==> config.mk <==
export PLATFORM = sky130hd
export DESIGN_NAME = crc16_checked_frame_receiver_flat
export DESIGN_NICKNAME = d
export VERILOG_FILES = /design/src/hdl/crc16_cfr_pkg.sv /design/src/hdl/crc16_cfr_ifs.sv /design/src/hdl/crc16_cfr_crc_fold.sv /design/src/hdl/crc16_cfr_frame.sv /design/src/hdl/crc16_cfr_out_buf.sv /design/src/hdl/crc16_checked_frame_receiver.sv /design/src/flat_wrapper.sv
export VERILOG_INCLUDE_DIRS = /design/src /design/src/hdl
export SDC_FILE = /design/constraint.sdc
export NUM_CORES = 1
export LEC_CHECK = 0
export ABC_AREA = 1
export BUFFER_PORTS_ARGS = -buffer_cell sky130_fd_sc_hd__buf_2
export CAP_MARGIN = 20
export CORE_MARGIN = 2
export CORE_UTILIZATION = 45
export DETAILED_ROUTE_END_ITERATION = 8
export SLEW_MARGIN = 20
export SYNTH_ARGS = -nofsm -noshare
export SYNTH_HDL_FRONTEND = slang
export SYNTH_SLANG_ARGS = --single-unit
==> constraint.sdc <==
create_clock -name i_clk -period 6.4 [get_ports i_clk]
set_input_delay 0.96 -clock i_clk [delete_from_list [all_inputs] [get_ports i_clk]]
set_output_delay 0.96 -clock i_clk [all_outputs]
set_load 0.05 [all_outputs]
==> src/hdl/crc16_checked_frame_receiver_assert.svh <==
// ----------------------------------------------------------------------------
// Frame receiver assertion macros
// Concurrent assertion shorthands with a clock and an active-low reset.
// ----------------------------------------------------------------------------
`ifndef CRC16_CHECKED_FRAME_RECEIVER_ASSERT_SVH
`define CRC16_CHECKED_FRAME_RECEIVER_ASSERT_SVH

// Same-cycle implication.
`define CFR_ASSERT_IMPL(label, clk, rst_n, ante, cons, msg) \
    label: assert property (@(posedge clk) disable iff (!(rst_n)) (ante) |-> (cons)) \
        else $error(msg);

// Next-cycle implication.
`define CFR_ASSERT_NEXT(label, clk, rst_n, ante, cons, msg) \
    label: assert property (@(posedge clk) disable iff (!(rst_n)) (ante) |=> (cons)) \
        else $error(msg);

`endif

==> src/hdl/crc16_cfr_pkg.sv <==
// ----------------------------------------------------------------------------
// Frame receiver package
// Item types, status codes and frame constants shared by the receiver files.
// ----------------------------------------------------------------------------
package crc16_cfr_pkg;

    localparam int unsigned MAX_FRAME_BYTES_DEF = 255;

    localparam logic [15:0] CRC_INIT        = 16'hFFFF;
    localparam logic [15:0] CRC_POLY        = 16'hA001;
    localparam logic [7:0]  TERMINATOR      = 8'hFF;
    localparam logic [7:0]  MIN_FRAME_BYTES = 8'd5;

    typedef enum logic [2:0] {
        ST_PROGRESS = 3'd0,
        ST_VALID    = 3'd1,
        ST_CRC_BAD  = 3'd2,
        ST_SHORT    = 3'd3,
        ST_OVERFLOW = 3'd4,
        ST_TIMEOUT  = 3'd5
    } t_status;

    typedef struct packed {
        logic [7:0] rx_byte;
        logic       timeout;
    } t_in_item;

    typedef struct packed {
        logic [7:0] data_byte;
        logic [7:0] byte_index;
        logic       frame_end;
        t_status    status;
        logic [7:0] frame_size;
        logic [7:0] action_code;
    } t_out_item;

    // Flow control between the result buffer and the input stage.
    typedef struct packed {
        logic wr;
        logic space;
    } t_buf_ctrl;

endpackage

==> src/hdl/crc16_cfr_ifs.sv <==
// ----------------------------------------------------------------------------
// Frame receiver channels
// Valid/ready channels for received bytes and for per-byte results.
// ----------------------------------------------------------------------------
interface crc16_cfr_in_if import crc16_cfr_pkg::*; ();
    logic     valid;
    logic     ready;
    t_in_item payload;

    modport source (output valid, output payload, input ready);
    modport sink   (input valid, input payload, output ready);
endinterface

interface crc16_cfr_out_if import crc16_cfr_pkg::*; ();
    logic      valid;
    logic      ready;
    t_out_item payload;

    modport source (output valid, output payload, input ready);
    modport sink   (input valid, input payload, output ready);
endinterface

==> src/hdl/crc16_cfr_crc_fold.sv <==
// ----------------------------------------------------------------------------
// CRC-16 byte fold
// Folds one byte into a reflected CRC-16 (polynomial 0xA001), eight bit steps.
// ----------------------------------------------------------------------------
module crc16_cfr_crc_fold import crc16_cfr_pkg::*; (
    input  logic [15:0] i_crc,
    input  logic [7:0]  i_byte,
    output logic [15:0] o_crc
);

    always_comb begin
        logic [15:0] v;
        v = i_crc ^ {8'h00, i_byte};
        for (int k = 0; k < 8; k++) begin
            if (v[0]) begin
                v = (v >> 1) ^ CRC_POLY;
            end else begin
                v = v >> 1;
            end
        end
        o_crc = v;
    end

endmodule

==> src/hdl/crc16_cfr_frame.sv <==
// ----------------------------------------------------------------------------
// Frame tracker
// Holds the per-frame state, classifies each item and updates on each step.
// ----------------------------------------------------------------------------
module crc16_cfr_frame import crc16_cfr_pkg::*; #(
    parameter int unsigned MAX_FRAME_BYTES = MAX_FRAME_BYTES_DEF
) (
    input  logic      i_clk,
    input  logic      i_rst_n,
    input  logic      i_step,
    input  t_in_item  i_item,
    output t_out_item o_result
);

    localparam logic [7:0] MAX_BYTES = 8'(MAX_FRAME_BYTES);

    logic [7:0]  r_byte_count, n_byte_count;
    logic [7:0]  r_decl_len,   n_decl_len;
    logic [15:0] r_crc,        n_crc;
    logic [7:0]  r_older,      n_older;
    logic [7:0]  r_newer,      n_newer;
    logic [7:0]  r_action,     n_action;

    logic [15:0] w_crc_fold;
    logic [7:0]  w_count;
    logic [7:0]  w_decl;
    logic [7:0]  w_act;
    logic        w_close;
    logic        w_over;

    crc16_cfr_crc_fold u_fold (
        .i_crc  (r_crc),
        .i_byte (r_older),
        .o_crc  (w_crc_fold)
    );

    always_comb begin
        w_count = r_byte_count + 8'd1;
        w_decl  = (r_byte_count == 8'd0) ? i_item.rx_byte : r_decl_len;
        w_act   = (r_byte_count == 8'd1) ? i_item.rx_byte : r_action;
        w_close = (i_item.rx_byte == TERMINATOR) && (w_count >= w_decl);
        w_over  = (w_count >= MAX_BYTES);

        o_result.data_byte   = i_item.rx_byte;
        o_result.byte_index  = r_byte_count;
        o_result.frame_end   = 1'b0;
        o_result.status      = ST_PROGRESS;
        o_result.frame_size  = 8'd0;
        o_result.action_code = w_act;

        // hold by default
        n_byte_count = r_byte_count;
        n_decl_len   = r_decl_len;
        n_crc        = r_crc;
        n_older      = r_older;
        n_newer      = r_newer;
        n_action     = r_action;

        if (i_item.timeout) begin
            o_result.data_byte   = 8'd0;
            o_result.frame_end   = 1'b1;
            o_result.status      = ST_TIMEOUT;
            o_result.action_code = r_action;
        end else if (w_close) begin
            o_result.frame_end  = 1'b1;
            o_result.frame_size = w_count;
            if (w_count < MIN_FRAME_BYTES) begin
                o_result.status = ST_SHORT;
            end else if ({r_older, r_newer} == r_crc) begin
                o_result.status = ST_VALID;
            end else begin
                o_result.status = ST_CRC_BAD;
            end
        end else if (w_over) begin
            o_result.frame_end  = 1'b1;
            o_result.frame_size = w_count;
            o_result.status     = ST_OVERFLOW;
        end else begin
            // advance: fold the byte leaving the two-byte delay
            if (r_byte_count >= 8'd2) begin
                n_crc = w_crc_fold;
            end
            n_older      = r_newer;
            n_newer      = i_item.rx_byte;
            n_byte_count = w_count;
            n_decl_len   = w_decl;
            n_action     = w_act;
        end

        if (o_result.frame_end) begin
            // drop the frame state
            n_byte_count = 8'd0;
            n_decl_len   = 8'd0;
            n_crc        = CRC_INIT;
            n_older      = 8'd0;
            n_newer      = 8'd0;
            n_action     = 8'd0;
        end
    end

    always_ff @(posedge i_clk) begin
        if (!i_rst_n) begin
            r_byte_count <= 8'd0;
            r_decl_len   <= 8'd0;
            r_crc        <= CRC_INIT;
            r_older      <= 8'd0;
            r_newer      <= 8'd0;
            r_action     <= 8'd0;
        end else if (i_step) begin
            r_byte_count <= n_byte_count;
            r_decl_len   <= n_decl_len;
            r_crc        <= n_crc;
            r_older      <= n_older;
            r_newer      <= n_newer;
            r_action     <= n_action;
        end
    end

endmodule

==> src/hdl/crc16_cfr_out_buf.sv <==
// ----------------------------------------------------------------------------
// Result buffer
// Two-entry result queue; lets the input side run while a result waits.
// ----------------------------------------------------------------------------
module crc16_cfr_out_buf import crc16_cfr_pkg::*; (
    input  logic      i_clk,
    input  logic      i_rst_n,
    input  logic      i_wr,
    input  t_out_item i_item,
    output logic      o_space,
    output logic      o_valid,
    input  logic      i_ready,
    output t_out_item o_item
);

    t_out_item  r_mem [2];
    logic       r_wr_ptr, n_wr_ptr;
    logic       r_rd_ptr, n_rd_ptr;
    logic [1:0] r_count,  n_count;
    logic       w_pop;

    assign o_space = (r_count != 2'd2);
    assign o_valid = (r_count != 2'd0);
    assign o_item  = r_mem[r_rd_ptr];
    assign w_pop   = o_valid && i_ready;

    always_comb begin
        n_wr_ptr = i_wr  ? ~r_wr_ptr : r_wr_ptr;
        n_rd_ptr = w_pop ? ~r_rd_ptr : r_rd_ptr;
        n_count  = r_count + {1'b0, i_wr} - {1'b0, w_pop};
    end

    always_ff @(posedge i_clk) begin
        if (i_wr) begin
            r_mem[r_wr_ptr] <= i_item;
        end
    end

    always_ff @(posedge i_clk) begin
        if (!i_rst_n) begin
            r_wr_ptr <= 1'b0;
            r_rd_ptr <= 1'b0;
            r_count  <= 2'd0;
        end else begin
            r_wr_ptr <= n_wr_ptr;
            r_rd_ptr <= n_rd_ptr;
            r_count  <= n_count;
        end
    end

endmodule

==> src/hdl/crc16_checked_frame_receiver.sv <==
// A byte is held in the input register; its result is written to the result buffer and offered from it.
// Throughput: one item per cycle while the buffer has space; the CRC fold is one combinational byte step.
// Input stalls only when the two-entry result buffer is full and the input register holds.
// Reset: synchronous, active low; empties both stages and returns the CRC to 0xFFFF.
// ----------------------------------------------------------------------------
// CRC-16 checked frame receiver
// Delimits length-prefixed frames (length, action, payload, CRC hi/lo, 0xFF),
// checks the Modbus CRC-16 and emits one result item per received item.
// ----------------------------------------------------------------------------
`include "crc16_checked_frame_receiver_assert.svh"

module crc16_checked_frame_receiver import crc16_cfr_pkg::*; #(
    parameter int unsigned MAX_FRAME_BYTES = MAX_FRAME_BYTES_DEF
) (
    input  logic                   i_clk,
    input  logic                   i_rst_n,
    crc16_cfr_in_if.sink           i_in,
    crc16_cfr_out_if.source        o_out
);

    // Input register: one item waiting to be classified.
    logic      r_in_valid, n_in_valid;
    t_in_item  r_in_item;

    t_buf_ctrl w_buf;
    t_out_item w_res;
    logic      w_accept;
    logic      w_buf_space;

    // Step the frame tracker when the buffer can take its result.
    assign w_buf.space = w_buf_space;
    assign w_buf.wr    = r_in_valid && w_buf.space;

    // Take a new item when the input register is empty or drains this cycle.
    assign i_in.ready = !r_in_valid || w_buf.wr;
    assign w_accept   = i_in.valid && i_in.ready;

    always_comb begin
        n_in_valid = r_in_valid;
        if (w_accept) begin
            n_in_valid = 1'b1;
        end else if (w_buf.wr) begin
            n_in_valid = 1'b0;
        end
    end

    always_ff @(posedge i_clk) begin
        if (!i_rst_n) begin
            r_in_valid <= 1'b0;
        end else begin
            r_in_valid <= n_in_valid;
        end
    end

    // Payload holds without reset.
    always_ff @(posedge i_clk) begin
        if (w_accept) begin
            r_in_item <= i_in.payload;
        end
    end

    crc16_cfr_frame #(
        .MAX_FRAME_BYTES (MAX_FRAME_BYTES)
    ) u_frame (
        .i_clk    (i_clk),
        .i_rst_n  (i_rst_n),
        .i_step   (w_buf.wr),
        .i_item   (r_in_item),
        .o_result (w_res)
    );

    crc16_cfr_out_buf u_out_buf (
        .i_clk   (i_clk),
        .i_rst_n (i_rst_n),
        .i_wr    (w_buf.wr),
        .i_item  (w_res),
        .o_space (w_buf_space),
        .o_valid (o_out.valid),
        .i_ready (o_out.ready),
        .o_item  (o_out.payload)
    );

    // A byte that does not end a frame reports progress and no length.
    `CFR_ASSERT_IMPL(a_progress_no_len, i_clk, i_rst_n, w_buf.wr && !w_res.frame_end, w_res.status == ST_PROGRESS && w_res.frame_size == 8'd0, "progress item with status or length")
    // A frame closed by its terminator or by overflow counts its closing byte.
    `CFR_ASSERT_IMPL(a_len_matches_idx, i_clk, i_rst_n, w_buf.wr && w_res.frame_end && !r_in_item.timeout, w_res.frame_size == w_res.byte_index + 8'd1, "frame length differs from byte index")
    // An accepted item lands in the input register.
    `CFR_ASSERT_NEXT(a_accept_loads, i_clk, i_rst_n, w_accept, r_in_valid, "accepted item not held")

endmodule

==> src/flat_wrapper.sv <==
// flat-port wrapper written by rule: the top's interface ports become plain ports
module crc16_checked_frame_receiver_flat import crc16_cfr_pkg::*;
#(
    parameter int unsigned MAX_FRAME_BYTES = MAX_FRAME_BYTES_DEF
)
  (i_clk, i_rst_n, i_in_valid, i_in_payload, i_in_ready, o_out_valid, o_out_payload, o_out_ready);
  crc16_cfr_in_if i_in_i ();
  crc16_cfr_out_if o_out_i ();
  input  logic i_clk;
  input  logic i_rst_n;
  input wire logic [$bits(i_in_i.valid)-1:0] i_in_valid;
  input wire logic [$bits(i_in_i.payload)-1:0] i_in_payload;
  output wire logic [$bits(i_in_i.ready)-1:0] i_in_ready;
  output wire logic [$bits(o_out_i.valid)-1:0] o_out_valid;
  output wire logic [$bits(o_out_i.payload)-1:0] o_out_payload;
  input wire logic [$bits(o_out_i.ready)-1:0] o_out_ready;
  assign i_in_i.valid = i_in_valid;
  assign i_in_i.payload = i_in_payload;
  assign i_in_ready = i_in_i.ready;
  assign o_out_valid = o_out_i.valid;
  assign o_out_payload = o_out_i.payload;
  assign o_out_i.ready = o_out_ready;
  crc16_checked_frame_receiver #(.MAX_FRAME_BYTES(MAX_FRAME_BYTES)) u_core (.i_clk(i_clk), .i_rst_n(i_rst_n), .i_in(i_in_i), .o_out(o_out_i));
endmodule
-- Word level (Yosys, flattened, before mapping)
Memories as Yosys holds them, arrays and structs flattened. A register that Yosys moved wholly into a read port is not among the register bits.
Cells that the tools add are included.
- register bits after elaboration: 70
- memory bits (writable): 72
- memories kept: 1
- $add $sub $neg: 3
- magnitude comparators: 4
- equality and inequality tests: 7
- muxes and demuxes: 49
- bitwise logic cells: 11
- reduce and logical (&&, ||, !) cells: 12
- memories (memory ; words ; width ; rd ports ; clocked after memory_dff ; wr ports ; line ; text):
    u_core.u_out_buf.r_mem ; 2 ; 36 ; 1 ; 1 ; 1 ; crc16_cfr_out_buf.sv:16 ; t_out_item r_mem [2];
- operators by type and width (cell ; count):
    two-way mux 16 bit ; 13
    two-way mux 8 bit ; 25
    two-way mux 12 bit ; 2
    NOT 2 -> 3 bit ; 8
    equality test 16 bit ; 1
    XOR 16 x 8 -> 16 bit ; 1
    adder 8 x 1 -> 8 bit, second input constant ; 1
    equality test 8 x 1 -> 1 bit, second input constant ; 1
    equality test 8 bit, second input constant ; 1
    greater-or-equal comparator 8 x 2 -> 1 bit, second input constant ; 1
    greater-or-equal comparator 8 bit ; 1
    greater-or-equal comparator 8 bit, second input constant ; 1
    zero test 8 bit ; 1
    < comparator 8 x 3 -> 1 bit, second input constant ; 1
    != test 2 bit, second input constant ; 4
    two-way mux 1 bit ; 6
    nonzero test 2 bit ; 3
    AND reduction 5 bit ; 1
    logical AND 1 bit ; 4
    two-way mux 2 bit ; 2
    two-way mux 4 bit ; 1
    AND reduction 4 bit ; 1
    adder 2 x 1 -> 2 bit ; 1
    NOT 1 bit ; 2
    other kinds (3) ; 3

-- Longest topological paths before layout
- word-level depth: 22
- mapped depth: 21

-- Cells and area by module
Synthesis repeated with hierarchy kept, for this count alone.
- cells, all modules: 757
- area total of the unflattened synthesis: 7257.0 µm²
- by module, submodules not included (module ; instances ; cells each ; area each (µm²) ; seq. area each (µm²)):
    crc16_cfr_frame ; 1 ; 526 ; 3493.4 ; 1121.1
    crc16_cfr_out_buf ; 1 ; 148 ; 2989.1 ; 2262.2
    crc16_cfr_crc_fold ; 1 ; 65 ; 445.4 ; 0.0
    crc16_checked_frame_receiver ; 1 ; 18 ; 329.1 ; 290.3

-- Least setup slack after synthesis
OpenSTA, ideal clock, no wires.
- path kind: flip-flop to flip-flop
- from: register u_core.u_out_buf.r_count[0]
- to: memory u_core.u_out_buf.r_mem[0][0] in the netlist's numbering (enable)
- library setup time: 0.429 ns
- arrival time: 2.575 ns
- required time: 5.971 ns
- slack: 3.395 ns
- cell stages (with the launch flop): 6
- period minus slack after synthesis: 3.005 ns
- cells stage by stage: dfxtp_1 inv_1 a21oi_1 inv_2 clkbuf_1 nor2_1
- cells in the longest elaborated chain, start to end: 4
- ends and longest elaborated chain (what ; line ; text):
    start: declaration ; crc16_cfr_out_buf.sv:19 ; logic [1:0] r_count, n_count;
    start signal: assignment ; crc16_cfr_out_buf.sv:47 ; r_count <= n_count;
    != test 2 bit ; crc16_cfr_out_buf.sv:22 ; assign o_space = (r_count != 2'd2);
    logical AND 1 bit ; crc16_checked_frame_receiver.sv:32 ; assign w_buf.wr = r_in_valid && w_buf.space;
    two-way mux 1 bit ; crc16_cfr_out_buf.sv:34 ; if (i_wr) begin
    two-way mux 1 bit (implied by the code) ; crc16_cfr_out_buf.sv:35 ; r_mem[r_wr_ptr] <= i_item;
    end: declaration ; crc16_cfr_out_buf.sv:16 ;
No other way between the ends.

==> flow_summary.toml <==
[power]
p_leak_nw = 3.21
peakVddDrop_mv = 0.202
powerDensity_nw_per_um2 = 365

[critical_path]
cp-startpoint = "u_core.u_frame.r_byte_count[0]$_SDFFE_PN0P_"
rrSetupSlack_ps = 2120
worstPathRequired_ps = 6730
crit_path_end = "u_core.u_frame.r_older[4]$_SDFFE_PN0P_"
worstReg2RegStart = "u_core.u_frame.r_byte_count[0]$_SDFFE_PN0P_"
endpoint_kind = "flop"
cp.arrival_ps = 4620
critPathMaxFanout = 37
critPathLaunchType = "flop"
reg2reg_depth = 19
worst-setup-path-type = "flop to flop"
r2r-end = "u_core.u_frame.r_older[4]$_SDFFE_PN0P_"

[synth]
synth_ff_type = "edfxtp_1"
synth-edff-count = 81
synth.cell_area_um2 = 6670
ys_seq_area_frac = 0.551
syn-instance-count = 739
ys_types = 28
ys_ff_latch = 143
syn_area_per_cell_um2 = 9.03
synth_nets = 767
async_flop_share = 0
synth_warnings = 0

[floorplan]
die_w_um = 126
dieArea_um2 = 15800
initial_core_util = 0.459
core_um2 = 14500
rows = 44
die_y_um = 126
io_pins = 51

[detailed_routing]
dr.pass1.iters = 5
ant_nets = 0
via_per_inst = 5.11
drc = 0
wl_per_cell_um = 14.5
vias = 5031
wirelength_um = 14200
drt-initial-drc-count = 305

[placement]
dp_hpwl_um = 9510
port_buffers = 50
place_area_um2 = 7070
gp_congestion = 0.884

[layout]
nets = 815
diodes = 0
multi_input_comb_area_um2 = 2590
regArea_um2 = 3670
syn_to_final_growth_pct = 15.4
nFillCells = 1318
drive_gt1_frac = 0.169
fin_area_um2 = 7700

[hold_path]
hp-class = "flop to flop"

[sta]
rsz0062_at_grt = "no"
fmax_ghz = 0.233
hold_violations = 0
period_share = 0.670
fin_setup_tns_ps = 0
maxSlewViolCount = 0
tightest_slew_ps = 911
fin_worst_skew_ps = 7.24
relSlewSlack = 0.392
layout_min_cycle_time_ps = 4280
setup_viol = 0

[clock_network]
clk_pin_slew_ps = 60
cts_hold_buf = 0
cts.sinks = 143
cts_tree = "yes"
cts_buffers = 17
cts_max_path_buffers = 2
cts-root-buf = "clkbuf_16"
post_cts_buffers = 0
htreeDepth = 4
cts_resized = 0
clkLatencyLatePin_ps = 420

[global_route]
grt_max_degree = 47
grt_pass1_wl_um = 23700
gr-usage-all-layers = 0.188
antenna_found_initial = 0
gr-total-overflow = 0
grt_pass1_vias = 4920

[run_status]
status = "complete, no violations"

[run]
cap_violations = 0
[synth_stat cells (2+ instances only)]
cell / instances / area share
nand2_1: 243 / 0.14
xnor2_1: 8 / 0.011
or2_2: 3 / 0.0028
nor2_1: 35 / 0.020
nor3_1: 2 / 0.0015
clkinv_1: 3 / 0.0017
o21ai_0: 32 / 0.024
inv_2: 3 / 0.0017
mux2_2: 36 / 0.061
nand4_1: 10 / 0.0094
clkbuf_1: 18 / 0.010
inv_1: 70 / 0.039
xor2_1: 7 / 0.0092
buf_4: 4 / 0.0045
nand3_2: 2 / 0.0030
nor2_2: 2 / 0.0019
nor4_1: 3 / 0.0028
buf_6: 3 / 0.0051
a21oi_1: 55 / 0.041
edfxtp_1: 81 / 0.36
dfxtp_1: 62 / 0.19
nand3_1: 37 / 0.028
ha_1: 15 / 0.028
[where the power goes]
group	switching [mW]	internal, mW	total [mW]
Clock	0.367	0.617	0.984
Sequential	0.0492	1.06	1.11
Combinational	0.507	0.207	0.714
Total	0.923	1.89	2.81
[critical path, cell delays in order, from the launching register on]
cell,delay [ps]
dfxtp_1,400
inv_1,150
ha_1,150
nand2_1,50
nor2_1,660
nor2_1,90
a21oi_1,300
ha_1,240
inv_1,50
a21oi_1,110
o21ai_0,80
nand2_1,70
nand4_1,80
nand2_1,100
nand2_1,100
nor2_2,680
inv_2,180
nor2_8,440
nand2_1,100
a21oi_1,160
[metal layers]
metal | wire length (µm) | up-vias | global-route usage
met5 | 0 | - | 0
met3 | 660 | 29 | 0.0467
li1 | - | 2528 | -
met2 | 6820 | 125 | 0.309
met4 | 327 | 0 | 0.0808
met1 | 6420 | 2349 | 0.237
[kinds of logic after synthesis]
kind of cell,share of synthesized area
and+or+nand+nor,0.211
DFF,0.551
buffers and inverters,0.0632
AOI/OAI and AO/OA,0.0666
muxes,0.0608
xor gates and xnor gates,0.0197
adders and majority gates,0.0281
[area by class of cell]
type,count,area share
Multi-Input combinational cell,494,0.337
Inverter,76,0.0371
Tap cell,184,0.0299
Sequential cell,143,0.477
Timing Repair Buffer,55,0.0426
Clock buffer,20,0.0580
Clock inverter,12,0.0187
[stage by stage]
step | utilization | setup slack, ps | instances | total power [mW] | hold slack (ps)
after global placement | 0.485 | 2380 | 949 | 1.82 | 435
final | 0.530 | 2120 | 984 | 2.81 | 457
after detailed placement | 0.487 | 2130 | 950 | 1.84 | 442
after CTS | 0.527 | 2100 | 982 | 2.83 | 455
after global routing | 0.530 | 1520 | 984 | 2.94 | 468
after floorplan | - | 3400 | 739 | 1.69 | 426
[cell usage in the layout, fill, tap and decap left out, drive strengths merged, types with 7 or more instances in the layout]
| master | n |
|---|---|
| edfxtp | 81 |
| dfxtp | 62 |
| buf | 55 |
| inv | 73 |
| nand2 | 244 |
| nor2 | 38 |
| nand4 | 10 |
| xnor2 | 8 |
| clkinv | 9 |
| xor2 | 7 |
| o21ai | 33 |
| ha | 15 |
| mux2 | 36 |
| clkbuf | 20 |
| nand3 | 39 |
| a21oi | 55 |
[sequential cells by signal (all words and copies together), names as in the netlist, named ones only]
name,cells
u_core.r_in_item,9
u_core.r_in_valid,1
u_core.u_frame.r_action,8
u_core.u_frame.r_byte_count,8
u_core.u_frame.r_crc,16
u_core.u_frame.r_decl_len,8
u_core.u_frame.r_newer,8
u_core.u_frame.r_older,8
u_core.u_out_buf.r_count,2
u_core.u_out_buf.r_mem,72
u_core.u_out_buf.r_rd_ptr,1
u_core.u_out_buf.r_wr_ptr,1
[worst min-delay path by stage]
| stage | start | slack [ps] | to | cells after the start |
|---|---|---|---|---|
| CTS | u_core.u_out_buf.r_rd_ptr$_SDFFE_PN0P_ | 450 | u_core.u_out_buf.r_rd_ptr$_SDFFE_PN0P_ | 1 |
| global route | u_core.u_out_buf.r_rd_ptr$_SDFFE_PN0P_ | 470 | u_core.u_out_buf.r_rd_ptr$_SDFFE_PN0P_ | 1 |
| detailed placement | u_core.u_out_buf.r_rd_ptr$_SDFFE_PN0P_ | 440 | flop | 1 |
| global placement | u_core.u_out_buf.r_rd_ptr$_SDFFE_PN0P_ | 430 | u_core.u_out_buf.r_rd_ptr$_SDFFE_PN0P_ | 1 |
| floorplan | u_core.u_out_buf.r_rd_ptr$_SDFFE_PN0P_ | 430 | flop | 1 |
| finish | u_core.u_out_buf.r_rd_ptr$_SDFFE_PN0P_ | 460 | u_core.u_out_buf.r_rd_ptr$_SDFFE_PN0P_ | 1 |
(Power assumes the default switching activity.)
